File: src/ptt_pkg.sv
// Shared types and constants of the periodic task timer table.
// Depends on nothing; imported by the channel interfaces and all modules.
`default_nettype none

package ptt_pkg;

   // Fixed field widths of the request and response items
   localparam int TYPE_W        = 2;
   localparam int PERIOD_W      = 32;
   localparam int SLOT_FIELD_W  = 4;
   localparam int COUNT_FIELD_W = 5;
   localparam int TIME_W        = 64;

   // At most this many due results are emitted by one tick
   localparam int MAX_RESULTS   = 16;
   localparam int RUN_W         = $clog2(MAX_RESULTS + 1);

   // Request codes
   localparam logic [TYPE_W-1:0] REQ_ADD    = 2'd0;
   localparam logic [TYPE_W-1:0] REQ_REMOVE = 2'd1;
   localparam logic [TYPE_W-1:0] REQ_TICK   = 2'd2;

   // Result kinds
   localparam logic [TYPE_W-1:0] KIND_ADD_ACK    = 2'd0;
   localparam logic [TYPE_W-1:0] KIND_REMOVE_ACK = 2'd1;
   localparam logic [TYPE_W-1:0] KIND_DUE        = 2'd2;

   // Status codes
   localparam logic STATUS_OK   = 1'b0;
   localparam logic STATUS_FAIL = 1'b1;

   // One entry of the slot memory
   typedef struct packed {
      logic [PERIOD_W-1:0] period;
      logic [TIME_W-1:0]   due_time;
   } slot_entry_type;

endpackage : ptt_pkg

`default_nettype wire

File: src/ptt_if.sv
// Valid/ready channel interfaces for requests and responses of the timer table.
// Depends on ptt_pkg for field widths.
`default_nettype none

interface ptt_req_if
   import ptt_pkg::*;
   ();
   logic                valid;
   logic                ready;
   logic [TYPE_W-1:0]   req_type;
   logic [PERIOD_W-1:0] period_ms;
   logic [3:0]          target_slot;

   modport source (output valid, output req_type, output period_ms, output target_slot,
                   input ready);
   modport sink   (input valid, input req_type, input period_ms, input target_slot,
                   output ready);
endinterface : ptt_req_if

interface ptt_rsp_if
   import ptt_pkg::*;
   ();
   logic                     valid;
   logic                     ready;
   logic [TYPE_W-1:0]        result_kind;
   logic [SLOT_FIELD_W-1:0]  slot_id;
   logic                     status;
   logic [COUNT_FIELD_W-1:0] active_count;
   logic                     last_of_run;

   modport source (output valid, output result_kind, output slot_id, output status,
                   output active_count, output last_of_run, input ready);
   modport sink   (input valid, input result_kind, input slot_id, input status,
                   input active_count, input last_of_run, output ready);
endinterface : ptt_rsp_if

`default_nettype wire

File: src/periodic_task_timer_table_unit.sv
// Periodic task timer table, top level. Uses ptt_pkg, ptt_if and ptt_slot_ram.
// Remove loads its result from the S_ACK state; add first steps the free-slot search
// through S_ADD, one valid bit per cycle, then S_ACK; tick scans in S_TICK, reading one
// memory entry per cycle unless a response stall holds the scan, and ends in S_FLUSH.
// One request in work at a time; the next is taken the cycle after the last result loads or S_FLUSH.
// Synchronous active-high reset clears time, valid bits and task count; no memory clearing.
`default_nettype none

module periodic_task_timer_table_unit
   import ptt_pkg::*;
#(
   parameter int NUM_SLOTS = 16
) (
   input  wire logic   clock,
   input  wire logic   reset,
   ptt_req_if.sink     req_chan,
   ptt_rsp_if.source   rsp_chan
);

   localparam int IDX_W = (NUM_SLOTS > 1) ? $clog2(NUM_SLOTS) : 1;
   localparam int CNT_W = $clog2(NUM_SLOTS + 1);
   localparam logic [IDX_W-1:0] LAST_IDX = IDX_W'(NUM_SLOTS - 1);
   localparam int TGT_W = (IDX_W > 4) ? IDX_W : 4;

   typedef enum logic [2:0] {
      S_IDLE,
      S_ADD,
      S_ACK,
      S_TICK,
      S_FLUSH
   } state_type;

   // Control state
   state_type             state_ff, state_in;
   logic [TIME_W-1:0]     now_ff, now_in;
   logic [NUM_SLOTS-1:0]  valid_ff, valid_in;
   logic [CNT_W-1:0]      total_ff, total_in;
   logic                  out_vld_ff, out_vld_in;
   logic                  pend_vld_ff, pend_vld_in;
   logic                  chk_vld_ff, chk_vld_in;
   logic                  issue_act_ff, issue_act_in;
   logic [RUN_W-1:0]      run_ff, run_in;

   // Payload and index registers
   logic [IDX_W-1:0]         scan_idx_ff, scan_idx_in;
   logic [IDX_W-1:0]         issue_idx_ff, issue_idx_in;
   logic [IDX_W-1:0]         chk_idx_ff, chk_idx_in;
   logic [IDX_W-1:0]         pend_idx_ff, pend_idx_in;
   logic [PERIOD_W-1:0]      period_ff, period_in;
   logic [TYPE_W-1:0]        ack_kind_ff, ack_kind_in;
   logic [SLOT_FIELD_W-1:0]  ack_slot_ff, ack_slot_in;
   logic                     ack_status_ff, ack_status_in;
   logic [TYPE_W-1:0]        out_kind_ff, out_kind_in;
   logic [SLOT_FIELD_W-1:0]  out_slot_ff, out_slot_in;
   logic                     out_status_ff, out_status_in;
   logic [COUNT_FIELD_W-1:0] out_count_ff, out_count_in;
   logic                     out_last_ff, out_last_in;

   // Memory ports
   logic             wr_en;
   logic [IDX_W-1:0] wr_addr;
   slot_entry_type   wr_data;
   logic [IDX_W-1:0] rd_addr;
   slot_entry_type   rd_data;

   logic             req_fire;
   logic             out_free;
   logic             hit;
   logic             stall;
   logic [TGT_W-1:0] tgt_wide;
   logic [IDX_W-1:0] tgt_idx;
   logic             tgt_in_range;

   ptt_slot_ram #(
      .DEPTH (NUM_SLOTS),
      .AW    (IDX_W)
   ) u_slot_ram (
      .clock   (clock),
      .wr_en   (wr_en),
      .wr_addr (wr_addr),
      .wr_data (wr_data),
      .rd_addr (rd_addr),
      .rd_data (rd_data)
   );

   // Take a request only between requests; a finished response may still wait.
   assign req_chan.ready = (state_ff == S_IDLE);
   assign req_fire       = req_chan.valid && req_chan.ready;

   // The output register can load when empty or when its transfer completes now.
   assign out_free = !out_vld_ff || rsp_chan.ready;

   assign tgt_wide     = TGT_W'(req_chan.target_slot);
   assign tgt_idx      = IDX_W'(tgt_wide);
   assign tgt_in_range = 32'(req_chan.target_slot) < NUM_SLOTS;

   // Check stage of the tick scan: entry chk_idx_ff sits in rd_data this cycle.
   assign hit   = chk_vld_ff && valid_ff[chk_idx_ff] && (rd_data.due_time <= now_ff);
   // A second hit must push the held one out first; hold the scan if it cannot.
   assign stall = hit && pend_vld_ff && !out_free;

   always_comb begin
      state_in      = state_ff;
      now_in        = now_ff;
      valid_in      = valid_ff;
      total_in      = total_ff;
      out_vld_in    = out_vld_ff;
      pend_vld_in   = pend_vld_ff;
      chk_vld_in    = chk_vld_ff;
      issue_act_in  = issue_act_ff;
      run_in        = run_ff;
      scan_idx_in   = scan_idx_ff;
      issue_idx_in  = issue_idx_ff;
      chk_idx_in    = chk_idx_ff;
      pend_idx_in   = pend_idx_ff;
      period_in     = period_ff;
      ack_kind_in   = ack_kind_ff;
      ack_slot_in   = ack_slot_ff;
      ack_status_in = ack_status_ff;
      out_kind_in   = out_kind_ff;
      out_slot_in   = out_slot_ff;
      out_status_in = out_status_ff;
      out_count_in  = out_count_ff;
      out_last_in   = out_last_ff;

      wr_en            = 1'b0;
      wr_addr          = scan_idx_ff;
      wr_data.period   = period_ff;
      wr_data.due_time = now_ff + TIME_W'(period_ff);
      rd_addr          = issue_idx_ff;

      // Drop the response once its transfer completes
      if (out_vld_ff && rsp_chan.ready) begin
         out_vld_in = 1'b0;
      end

      unique case (state_ff)
         S_IDLE: begin
            if (req_fire) begin
               case (req_chan.req_type)
                  REQ_ADD: begin
                     period_in   = req_chan.period_ms;
                     scan_idx_in = '0;
                     state_in    = S_ADD;
                  end
                  REQ_REMOVE: begin
                     ack_kind_in = KIND_REMOVE_ACK;
                     ack_slot_in = req_chan.target_slot;
                     if (tgt_in_range && valid_ff[tgt_idx]) begin
                        valid_in[tgt_idx] = 1'b0;
                        total_in          = total_ff - 1'b1;
                        ack_status_in     = STATUS_OK;
                     end else begin
                        ack_status_in     = STATUS_FAIL;
                     end
                     state_in = S_ACK;
                  end
                  REQ_TICK: begin
                     // Advance time first; the scan compares against the new time
                     now_in       = now_ff + 1'b1;
                     issue_idx_in = '0;
                     issue_act_in = 1'b1;
                     chk_vld_in   = 1'b0;
                     pend_vld_in  = 1'b0;
                     run_in       = '0;
                     state_in     = S_TICK;
                  end
                  default: begin
                     // Unused code: no result, no state change
                  end
               endcase
            end
         end

         S_ADD: begin
            // Claim the lowest free slot, one valid bit per cycle
            if (!valid_ff[scan_idx_ff]) begin
               valid_in[scan_idx_ff] = 1'b1;
               wr_en         = 1'b1;
               wr_addr       = scan_idx_ff;
               total_in      = total_ff + 1'b1;
               ack_kind_in   = KIND_ADD_ACK;
               ack_slot_in   = SLOT_FIELD_W'(scan_idx_ff);
               ack_status_in = STATUS_OK;
               state_in      = S_ACK;
            end else if (scan_idx_ff == LAST_IDX) begin
               ack_kind_in   = KIND_ADD_ACK;
               ack_slot_in   = '0;
               ack_status_in = STATUS_FAIL;
               state_in      = S_ACK;
            end else begin
               scan_idx_in = scan_idx_ff + 1'b1;
            end
         end

         S_ACK: begin
            if (out_free) begin
               out_vld_in    = 1'b1;
               out_kind_in   = ack_kind_ff;
               out_slot_in   = ack_slot_ff;
               out_status_in = ack_status_ff;
               out_count_in  = COUNT_FIELD_W'(total_in);
               out_last_in   = 1'b1;
               state_in      = S_IDLE;
            end
         end

         S_TICK: begin
            if (stall) begin
               // Re-read the entry under check so rd_data holds it
               rd_addr = chk_idx_ff;
            end else begin
               if (hit) begin
                  // Re-arm the due slot; any read this cycle that is still needed is a different entry
                  wr_en            = 1'b1;
                  wr_addr          = chk_idx_ff;
                  wr_data.period   = rd_data.period;
                  wr_data.due_time = now_ff + TIME_W'(rd_data.period);
                  run_in           = run_ff + 1'b1;
                  if (pend_vld_ff) begin
                     out_vld_in    = 1'b1;
                     out_kind_in   = KIND_DUE;
                     out_slot_in   = SLOT_FIELD_W'(pend_idx_ff);
                     out_status_in = STATUS_OK;
                     out_count_in  = COUNT_FIELD_W'(total_ff);
                     out_last_in   = 1'b0;
                  end
                  // Hold the newest hit until it is known whether it is the last
                  pend_vld_in = 1'b1;
                  pend_idx_in = chk_idx_ff;
               end

               if (chk_vld_ff && ((chk_idx_ff == LAST_IDX) ||
                                  (hit && (run_ff == RUN_W'(MAX_RESULTS - 1))))) begin
                  chk_vld_in   = 1'b0;
                  issue_act_in = 1'b0;
                  state_in     = S_FLUSH;
               end else begin
                  // Advance the scan: the entry read now is checked next cycle
                  chk_vld_in = issue_act_ff;
                  chk_idx_in = issue_idx_ff;
                  if (issue_act_ff) begin
                     if (issue_idx_ff == LAST_IDX) begin
                        issue_act_in = 1'b0;
                     end else begin
                        issue_idx_in = issue_idx_ff + 1'b1;
                     end
                  end
               end
            end
         end

         S_FLUSH: begin
            // Emit the held hit, if any, as the final result of this tick
            if (!pend_vld_ff) begin
               state_in = S_IDLE;
            end else if (out_free) begin
               out_vld_in    = 1'b1;
               out_kind_in   = KIND_DUE;
               out_slot_in   = SLOT_FIELD_W'(pend_idx_ff);
               out_status_in = STATUS_OK;
               out_count_in  = COUNT_FIELD_W'(total_ff);
               out_last_in   = 1'b1;
               pend_vld_in   = 1'b0;
               state_in      = S_IDLE;
            end
         end

         default: begin
            state_in = S_IDLE;
         end
      endcase
   end

   always_ff @(posedge clock) begin
      if (reset) begin
         state_ff     <= S_IDLE;
         now_ff       <= '0;
         valid_ff     <= '0;
         total_ff     <= '0;
         out_vld_ff   <= 1'b0;
         pend_vld_ff  <= 1'b0;
         chk_vld_ff   <= 1'b0;
         issue_act_ff <= 1'b0;
         run_ff       <= '0;
      end else begin
         state_ff     <= state_in;
         now_ff       <= now_in;
         valid_ff     <= valid_in;
         total_ff     <= total_in;
         out_vld_ff   <= out_vld_in;
         pend_vld_ff  <= pend_vld_in;
         chk_vld_ff   <= chk_vld_in;
         issue_act_ff <= issue_act_in;
         run_ff       <= run_in;
      end
      scan_idx_ff   <= scan_idx_in;
      issue_idx_ff  <= issue_idx_in;
      chk_idx_ff    <= chk_idx_in;
      pend_idx_ff   <= pend_idx_in;
      period_ff     <= period_in;
      ack_kind_ff   <= ack_kind_in;
      ack_slot_ff   <= ack_slot_in;
      ack_status_ff <= ack_status_in;
      out_kind_ff   <= out_kind_in;
      out_slot_ff   <= out_slot_in;
      out_status_ff <= out_status_in;
      out_count_ff  <= out_count_in;
      out_last_ff   <= out_last_in;
   end

   assign rsp_chan.valid        = out_vld_ff;
   assign rsp_chan.result_kind  = out_kind_ff;
   assign rsp_chan.slot_id      = out_slot_ff;
   assign rsp_chan.status       = out_status_ff;
   assign rsp_chan.active_count = out_count_ff;
   assign rsp_chan.last_of_run  = out_last_ff;

endmodule : periodic_task_timer_table_unit

`default_nettype wire

File: src/ptt_slot_ram.sv
// Slot memory: one write port, one read port, registered read data.
// Depends on ptt_pkg for the entry type.
`default_nettype none

module ptt_slot_ram
   import ptt_pkg::*;
#(
   parameter int DEPTH = 16,
   parameter int AW    = 4
) (
   input  wire logic           clock,
   input  wire logic           wr_en,
   input  wire logic [AW-1:0]  wr_addr,
   input  wire slot_entry_type wr_data,
   input  wire logic [AW-1:0]  rd_addr,
   output slot_entry_type      rd_data
);

   slot_entry_type mem [DEPTH];

   always_ff @(posedge clock) begin
      if (wr_en) begin
         mem[wr_addr] <= wr_data;
      end
      rd_data <= mem[rd_addr];
   end

endmodule : ptt_slot_ram

`default_nettype wire

File: src/flat_wrapper.sv
// flat-port wrapper written by rule: the top's interface ports become plain ports
module periodic_task_timer_table_unit_flat import ptt_pkg::*;
#(
   parameter int NUM_SLOTS = 16
)
  (clock, reset, req_chan_valid, req_chan_req_type, req_chan_period_ms, req_chan_target_slot, req_chan_ready, rsp_chan_valid, rsp_chan_result_kind, rsp_chan_slot_id, rsp_chan_status, rsp_chan_active_count, rsp_chan_last_of_run, rsp_chan_ready);
  ptt_req_if req_chan_i ();
  ptt_rsp_if rsp_chan_i ();
  input  wire logic clock;
  input  wire logic reset;
  input wire logic [$bits(req_chan_i.valid)-1:0] req_chan_valid;
  input wire logic [$bits(req_chan_i.req_type)-1:0] req_chan_req_type;
  input wire logic [$bits(req_chan_i.period_ms)-1:0] req_chan_period_ms;
  input wire logic [$bits(req_chan_i.target_slot)-1:0] req_chan_target_slot;
  output wire logic [$bits(req_chan_i.ready)-1:0] req_chan_ready;
  output wire logic [$bits(rsp_chan_i.valid)-1:0] rsp_chan_valid;
  output wire logic [$bits(rsp_chan_i.result_kind)-1:0] rsp_chan_result_kind;
  output wire logic [$bits(rsp_chan_i.slot_id)-1:0] rsp_chan_slot_id;
  output wire logic [$bits(rsp_chan_i.status)-1:0] rsp_chan_status;
  output wire logic [$bits(rsp_chan_i.active_count)-1:0] rsp_chan_active_count;
  output wire logic [$bits(rsp_chan_i.last_of_run)-1:0] rsp_chan_last_of_run;
  input wire logic [$bits(rsp_chan_i.ready)-1:0] rsp_chan_ready;
  assign req_chan_i.valid = req_chan_valid;
  assign req_chan_i.req_type = req_chan_req_type;
  assign req_chan_i.period_ms = req_chan_period_ms;
  assign req_chan_i.target_slot = req_chan_target_slot;
  assign req_chan_ready = req_chan_i.ready;
  assign rsp_chan_valid = rsp_chan_i.valid;
  assign rsp_chan_result_kind = rsp_chan_i.result_kind;
  assign rsp_chan_slot_id = rsp_chan_i.slot_id;
  assign rsp_chan_status = rsp_chan_i.status;
  assign rsp_chan_active_count = rsp_chan_i.active_count;
  assign rsp_chan_last_of_run = rsp_chan_i.last_of_run;
  assign rsp_chan_i.ready = rsp_chan_ready;
  periodic_task_timer_table_unit #(.NUM_SLOTS(NUM_SLOTS)) u_core (.clock(clock), .reset(reset), .req_chan(req_chan_i), .rsp_chan(rsp_chan_i));
endmodule
File: config.mk
export PLATFORM = sky130hd
export DESIGN_NAME = periodic_task_timer_table_unit_flat
export DESIGN_NICKNAME = d
export VERILOG_FILES = /design/src/ptt_pkg.sv /design/src/ptt_if.sv /design/src/periodic_task_timer_table_unit.sv /design/src/ptt_slot_ram.sv /design/src/flat_wrapper.sv
export SDC_FILE = /design/constraint.sdc
export NUM_CORES = 2
export LEC_CHECK = 0
export BUFFER_PORTS_ARGS = -buffer_cell sky130_fd_sc_hd__buf_4
export CORE_AREA = 2 2 367 369
export CTS_CLUSTER_DIAMETER = 80
export DETAILED_ROUTE_END_ITERATION = 8
export DIE_AREA = 0 0 369 371
export GPL_TIMING_DRIVEN = 0
export HOLD_SLACK_MARGIN = 0.03
export PLACE_DENSITY = 0.67
export SLEW_MARGIN = 15
export SYNTH_ARGS = -nofsm -noshare
export SYNTH_HDL_FRONTEND = slang
export SYNTH_HIERARCHICAL = 1
export SYNTH_SLANG_ARGS = --single-unit
File: constraint.sdc
create_clock -name clock -period 17.62 [get_ports clock]
set_input_delay 3.524 -clock clock [delete_from_list [all_inputs] [get_ports clock]]
set_output_delay 3.524 -clock clock [all_outputs]
set_load 0.05 [all_outputs]
=== Word-level counts from Yosys, hierarchy flattened ===
Memories as Yosys holds them, arrays and structs flattened. A register that Yosys moved wholly into a read port is not among the register bits.
Index checks and enable logic that the tools add are counted.

* Register bits: 165
* Memory bits (writable): 1,536
* Input port bits: 42
* Output and inout port bits: 15
* Logic and storage cells: 236
* Memories kept: 1

{| class="wikitable"
|+ Memory list
! name !! depth !! width !! read ports !! clocked after Yosys merged registers in !! wr ports !! RTL line !! source
|-
| u_core.u_slot_ram.mem || 16 || 96 || 1 || 1 || 1 || ptt_slot_ram.sv:19 || <nowiki>slot_entry_type mem [DEPTH];</nowiki>
|}

* Add/sub/neg operators: 8
* Order comparisons: 6
* Equal/unequal tests: 30
* Mux-type cells: 130
* Bitwise logic cells: 5
* Reduce and logical (&&, ||, !) cells: 34

{| class="wikitable"
|+ Operators with widths
! kind !! number
|-
| 96-bit two-way mux || 3
|-
| 64-bit by 32-bit adder with 64-bit output || 2
|-
| 4-bit two-way mux || 25
|-
| 5-bit two-way mux || 13
|-
| 64-bit by 1-bit adder with 64-bit output, second input constant || 1
|-
| 64-bit <= comparator || 1
|-
| 16-bit two-way mux || 4
|-
| 1-bit two-way mux || 43
|-
| 16-bit case mux with 2 select lines || 1
|-
| 5-bit AND reduction || 6
|-
| 4-bit case mux with 2 select lines || 3
|-
| 3-bit two-way mux || 7
|-
| 2-bit two-way mux || 10
|-
| 2-bit != test, second input constant || 10
|-
| 5-bit case mux with 2 select lines || 2
|-
| 16-bit bitwise AND || 1
|-
| 2-bit by 1-bit != test with 1-bit output, second input constant || 8
|-
| 16-bit inverter || 1
|-
| 16-bit bitwise OR || 1
|-
| 4-bit by 5-bit less-than comparator with 1-bit output, second input constant || 3
|-
| 3-bit case mux with 5 select lines || 1
|-
| 5-bit case mux with 3 select lines || 1
|-
| 7-bit AND reduction || 2
|-
| 1-bit binary-select mux with 4-bit select || 3
|-
| other kinds (30) || 61
|}

=== Longest topological paths before layout ===
* Word-level depth: 10
* Depth in mapped cells: 17
* Mapped depth without buffers: 14

=== By module ===
The synthesis kept the hierarchy.

{| class="wikitable"
|+ By module, submodules not included
! module !! instances !! cells each !! area each (um2) !! seq. area each (um2)
|-
| ptt_slot_ram || 1 || 2,460 || 59,354.4 || 48,046.1
|-
| periodic_task_timer_table_unit || 1 || 1,579 || 13,505.5 || 3,953.8
|}

=== Worst setup path before layout ===
OpenSTA, ideal clock, no wires.

* Kind: input to register
* From: in rsp_chan_ready
* To: mem u_core/u_slot_ram/mem[0][0] (netlist bit) (enable)
* Setup time: 668 ps
* Arrival: 11,973 ps
* Required time: 16,952 ps
* Slack: 4,979 ps
* Stages on the path: 11
* Path buffers: 3
* Cells stage by stage: nor2b_1 > clkbuf_1 > nand2_1 > nand2_1 > nor2_1 > nand2_2 > buf_1 > clkbuf_1 > o21ai_0 > or3b_2 > nor3_1

* Elaborated cells on any way between the ends: 9
* Classes of those cells: 6 x mux; 3 x reduce/logical

{| class="wikitable"
|+ RTL lines
! item !! RTL line !! source
|-
| start, declared || flat_wrapper.sv:22 || <nowiki>input wire logic [$bits(rsp_chan_i.ready)-1:0] rsp_chan_ready;</nowiki>
|-
| 1-bit logical OR || periodic_task_timer_table_unit.sv:91 || <nowiki>assign out_free = !out_vld_ff || rsp_chan.ready;</nowiki>
|-
| 1-bit logical NOT || periodic_task_timer_table_unit.sv:100 || <nowiki>assign stall = hit && pend_vld_ff && !out_free;</nowiki>
|-
| 1-bit logical AND || periodic_task_timer_table_unit.sv:100 ||
|-
| 4-bit two-way mux || periodic_task_timer_table_unit.sv:209 || <nowiki>if (stall) begin</nowiki>
|-
| 4-bit two-way mux || -- ||
|-
| via u_core.wr_addr[3] || periodic_task_timer_table_unit.sv:61 || <nowiki>logic [IDX_W-1:0] wr_addr;</nowiki>
|-
| end, declared || ptt_slot_ram.sv:19 ||
|}

The timed path passes the listed nets, and every way through them passes these cells.

=== Worst setup path in the final report ===
* From: in rsp_chan_ready
* To: mem u_core/u_slot_ram/mem[12][81] (netlist bit) (enable)

The elaborated chain is that of the path after synthesis.

==> results by group <==
CTS
  • CTS Buf Count: 179
  • Root Driver: clkbuf_16
  • Sink Count: 1796
  • Clock Pin Slew Worst Setup and Hold Paths: 60 ps
  • Resized cells post-CTS: 0
  • Setup bufs post-CTS: 0
  • Post-CTS Hold Buffers: 0
  • H-tree Lvls: 4
  • CTS tree: built
  • Clk_lat worst skew: 820 ps
  • Clock tree buffer depth: 3

Power and ir drop
  • Peak supply drop: 0.00009255 V
  • Clock network power share: 42.1%
  • P_sw: 0.001910 W
  • Internal power: 0.007000 W
  • Register share of total power: 52.7%
  • Sw frac: 21.44%
  • PwrDens: 106.2 mW/mm^2
  • Pleak: 27.79 nW
  • Logic pwr share: 5.2%

Cells and area
  • Layout cells sized above 1: 22.83%
  • Fill count: 9247
  • Nets@finish: 4606
  • Diodes inserted: 0
  • Layout area overhead: 15.18%
  • Final instance area: 0.08392 sq mm

STA
  • Final Hold Fails: 0
  • Maximum clock frequency: 116.4 MHz
  • Max Clock Skew: 34.24 ps
  • # setup viols final: 0
  • Setup_tns: 0 ps
  • Tcrit/Tclk final: 48.74%
  • Period minus WS final: 8587 ps
  • Worst Max-Slew Pin Slew: 1349 ps
  • RSZ-0062 raised after global routing: no
  • Fin. max-slew vios: 0
  • Slew HR: 10.06%

Detailed routing
  • 1st-pass router iterations: 5
  • Vias: 40240
  • DRC errors left: 0
  • Total Wirelength: 185.8 mm
  • Starting DRC count in detailed routing: 4551
  • Antenna-violating nets left: 0
  • Vias per Instance: 6.346
  • Wirelength per Cell: 29.30 um

Logic synthesis
  • Most instantiated cells after synthesis: 1603 x edfxtp_1, 395 x mux4_2, 229 x nand2_1
  • Post-synthesis async set-or-reset flop share: 0%
  • Syn Area/Cell: 18.04 sq um
  • Top-count cell post-synth: edfxtp_1
  • Ranking of synthesized cells by area: edfxtp_1 66%, mux4_2 12%, dfxtp_1 5.3%
  • Yosys reg bits: 1796
  • Syn Std Cell Area: 0.07286 sq mm
  • Syn Inst Count: 4039
  • Yosys top cell area share: 66.07%
  • Synth Flop Type: edfxtp_1
  • Post-Syn Nets: 4226
  • Cell taking the most area after synthesis: edfxtp_1
  • Seq/Total Area, Yosys: 71.37%
  • Yosys Warn Count: 6
  • Number of synthesized flops with an enable pin: 1603
  • Yosys cell types: 85

Worst setup path
  • Crit. End Element: flip-flop
  • Slowest CP cell: buf_1
  • CP top delay family: buffers and inverters
  • Crit path cell chain: buf_4 > nor2b_1 > clkbuf_1 > nand2_1 > nand2_1 > nor2_1 > nand2_2 > buf_1 > clkbuf_1 > nand2_1 > nand2_1 > nand3_1 > nor3_2 > buf_4 > buf_4 > buf_6 > buf_6 > buf_4
  • CP peak stage delay: 1020 ps
  • CP Buf/Inv Count: 9
  • WS Path Type: in2reg
  • Max FO, Critical Path: 10
  • Worst setup SP type: input port
  • Data arrival, critical path: 9090 ps
  • Worst Path Required: 18130 ps

Worst hold path
  • Hold/Removal Path Class: reg2reg

Floorplanning
  • Row count: 134
  • Initial Util: 54.87%
  • Area of the core: 0.1328 sq mm
  • DIE WIDTH: 369 um
  • Die height: 371 um
  • Ports: 57
  • Die area: 0.1369 sq mm

Run
  • Maxcap violations: 0

Place
  • Final Wtd Congestion: 0.9087
  • Port Buffer Count: 53
  • Placed Area: 0.07792 sq mm
  • Dpl hpwl: 126.2 mm

Run status
  • Status: finished, final reports clean

Global routing
  • Initial antenna violation count: 6
  • First-pass GRT wire length: 270.2 mm
  • Grt total ovfl: 0
  • Total track usage: 27.44%
  • Largest net degree at the start of global routing: 22
  • Vias in the first global route: 39620
through the flow:
| stage | worst slack [ps] | std cells | power (W) | hold WS, ps | util (%) |
|---|---|---|---|---|---|
| 4_1_cts | 9222 | 6341 | 0.008962 | 472.2 | 63.07 |
| 3_3_place_gp | -5256 | 5860 | 0.005236 | 455.7 | 56.84 |
| 2_1_floorplan | 4979 | 4039 | 0.005076 | 420.6 | - |
| 5_1_grt | 8977 | 6341 | 0.009162 | 499.1 | 63.20 |
| 3_5_place_dp | 8348 | 6006 | 0.005247 | 460.8 | 58.68 |
| 6_report | 9033 | 6341 | 0.008911 | 476.6 | 63.20 |
sequential cells by signal, summed over array words and instances, names as in the netlist, 3 cells and up:
register and cells:
u_core/u_slot_ram/mem 1536, u_core/u_slot_ram/rd_data 96, u_core/now_ff 64, u_core/period_ff 32
u_core/valid_ff 16, u_core/rsp_chan.active_count 5, u_core/run_ff 5, u_core/total_ff 5
u_core/ack_slot_ff 4, u_core/chk_idx_ff 4, u_core/issue_idx_ff 4, u_core/pend_idx_ff 4
u_core/rsp_chan.slot_id 4, u_core/scan_idx_ff 4, u_core/state_ff 3
cell usage in the layout, fill, tap and decap left out, types with 34 or more instances in the layout:
| cell type | Yosys | routed |
|---|---|---|
| inv_1 | 91 | 91 |
| clkbuf_16 | 0 | 183 |
| buf_4 | 19 | 135 |
| edfxtp_1 | 1603 | 1603 |
| mux2_2 | 42 | 42 |
| buf_12 | 0 | 41 |
| nor2_1 | 151 | 139 |
| o21ai_0 | 79 | 64 |
| a22oi_1 | 193 | 193 |
| clkbuf_1 | 91 | 132 |
| buf_1 | 37 | 37 |
| dfxtp_1 | 193 | 193 |
| nand2_1 | 229 | 229 |
| nand4_1 | 42 | 42 |
| a21o_1 | 34 | 34 |
| nand3_1 | 46 | 46 |
| a21oi_1 | 144 | 138 |
| ha_1 | 142 | 142 |
| xnor2_1 | 119 | 92 |
| mux4_2 | 395 | 395 |
| nor3_1 | 41 | 37 |
layer usage:
metal / GRT usage (%) / vias to the layer above / wire, um
met5: 0 / - / 38
met4: 7.355 / 6 / 4609
met1: 41.43 / 20940 / 78950
met3: 4.423 / 274 / 16240
met2: 42.06 / 1908 / 85970
li1: - / 17110 / -
cell type report:
| cell class | instances | area, sq um | share of cell area [%] |
|---|---|---|---|
| timing repair buffer | 199 | 2653 | 3.161 |
| tap | 1768 | 2212 | 2.636 |
| clock inverter | 96 | 897.1 | 1.069 |
| clock buffer | 239 | 4930 | 5.874 |
| inverter | 93 | 349.1 | 0.4160 |
| multi-input combinational | 1966 | 19940 | 23.76 |
| buffer | 184 | 940.9 | 1.121 |
| sequential | 1796 | 52000 | 61.96 |
final timing paths:
kind | to | startpoint | slack (ps) | depth (start not counted)
worst max-delay path | u_core/u_slot_ram/mem[12][81] | rsp_chan_ready | 9030 | 18
worst min-delay path | u_core/rsp_chan.active_count[2] | u_core/total_ff[2] | 480 | 0
worst max register to register | u_core/u_slot_ram/mem[12][81] | u_core/now_ff[48] | 9110 | 21
worst min register to register | u_core/rsp_chan.active_count[2] | u_core/total_ff[2] | 480 | 0
worst reg2reg max path: cells and delay by family (launching register included):
kind,cells,cell delay (ps)
adder cells (fa/ha/maj),1,310
AO/OA/AOI/OAI,2,380
flip-flops,1,360
AND/OR/NAND/NOR,9,3560
buffers and inverters,9,3600
power by group through the flow:
stage	sequential, W	combinational, W	clock [W]
after global routing	0.00470	0.000499	0.00396
after floorplan	0.00478	0.000296	0
after global placement	0.00480	0.000438	0
after detailed placement	0.00479	0.000460	0
after CTS	0.00470	0.000463	0.00380
final	0.00470	0.000464	0.00375
kinds of logic (layout without fill, tap and decap cells):
kind of cell             Yosys count  in the layout  share of synthesized area [%]
multiplexers                     450            450                          13.04
adder cells (fa/ha/maj)          145            145                          2.521
buffers and inverters            277            811                          1.769
AO/OA/AOI/OAI                    584            584                          5.366
flip-flops                      1796           1796                          71.37
XOR/XNOR                         143            143                          1.719
AND/OR/NAND/NOR                  644            644                          4.212
(Power assumes the default switching activity.)
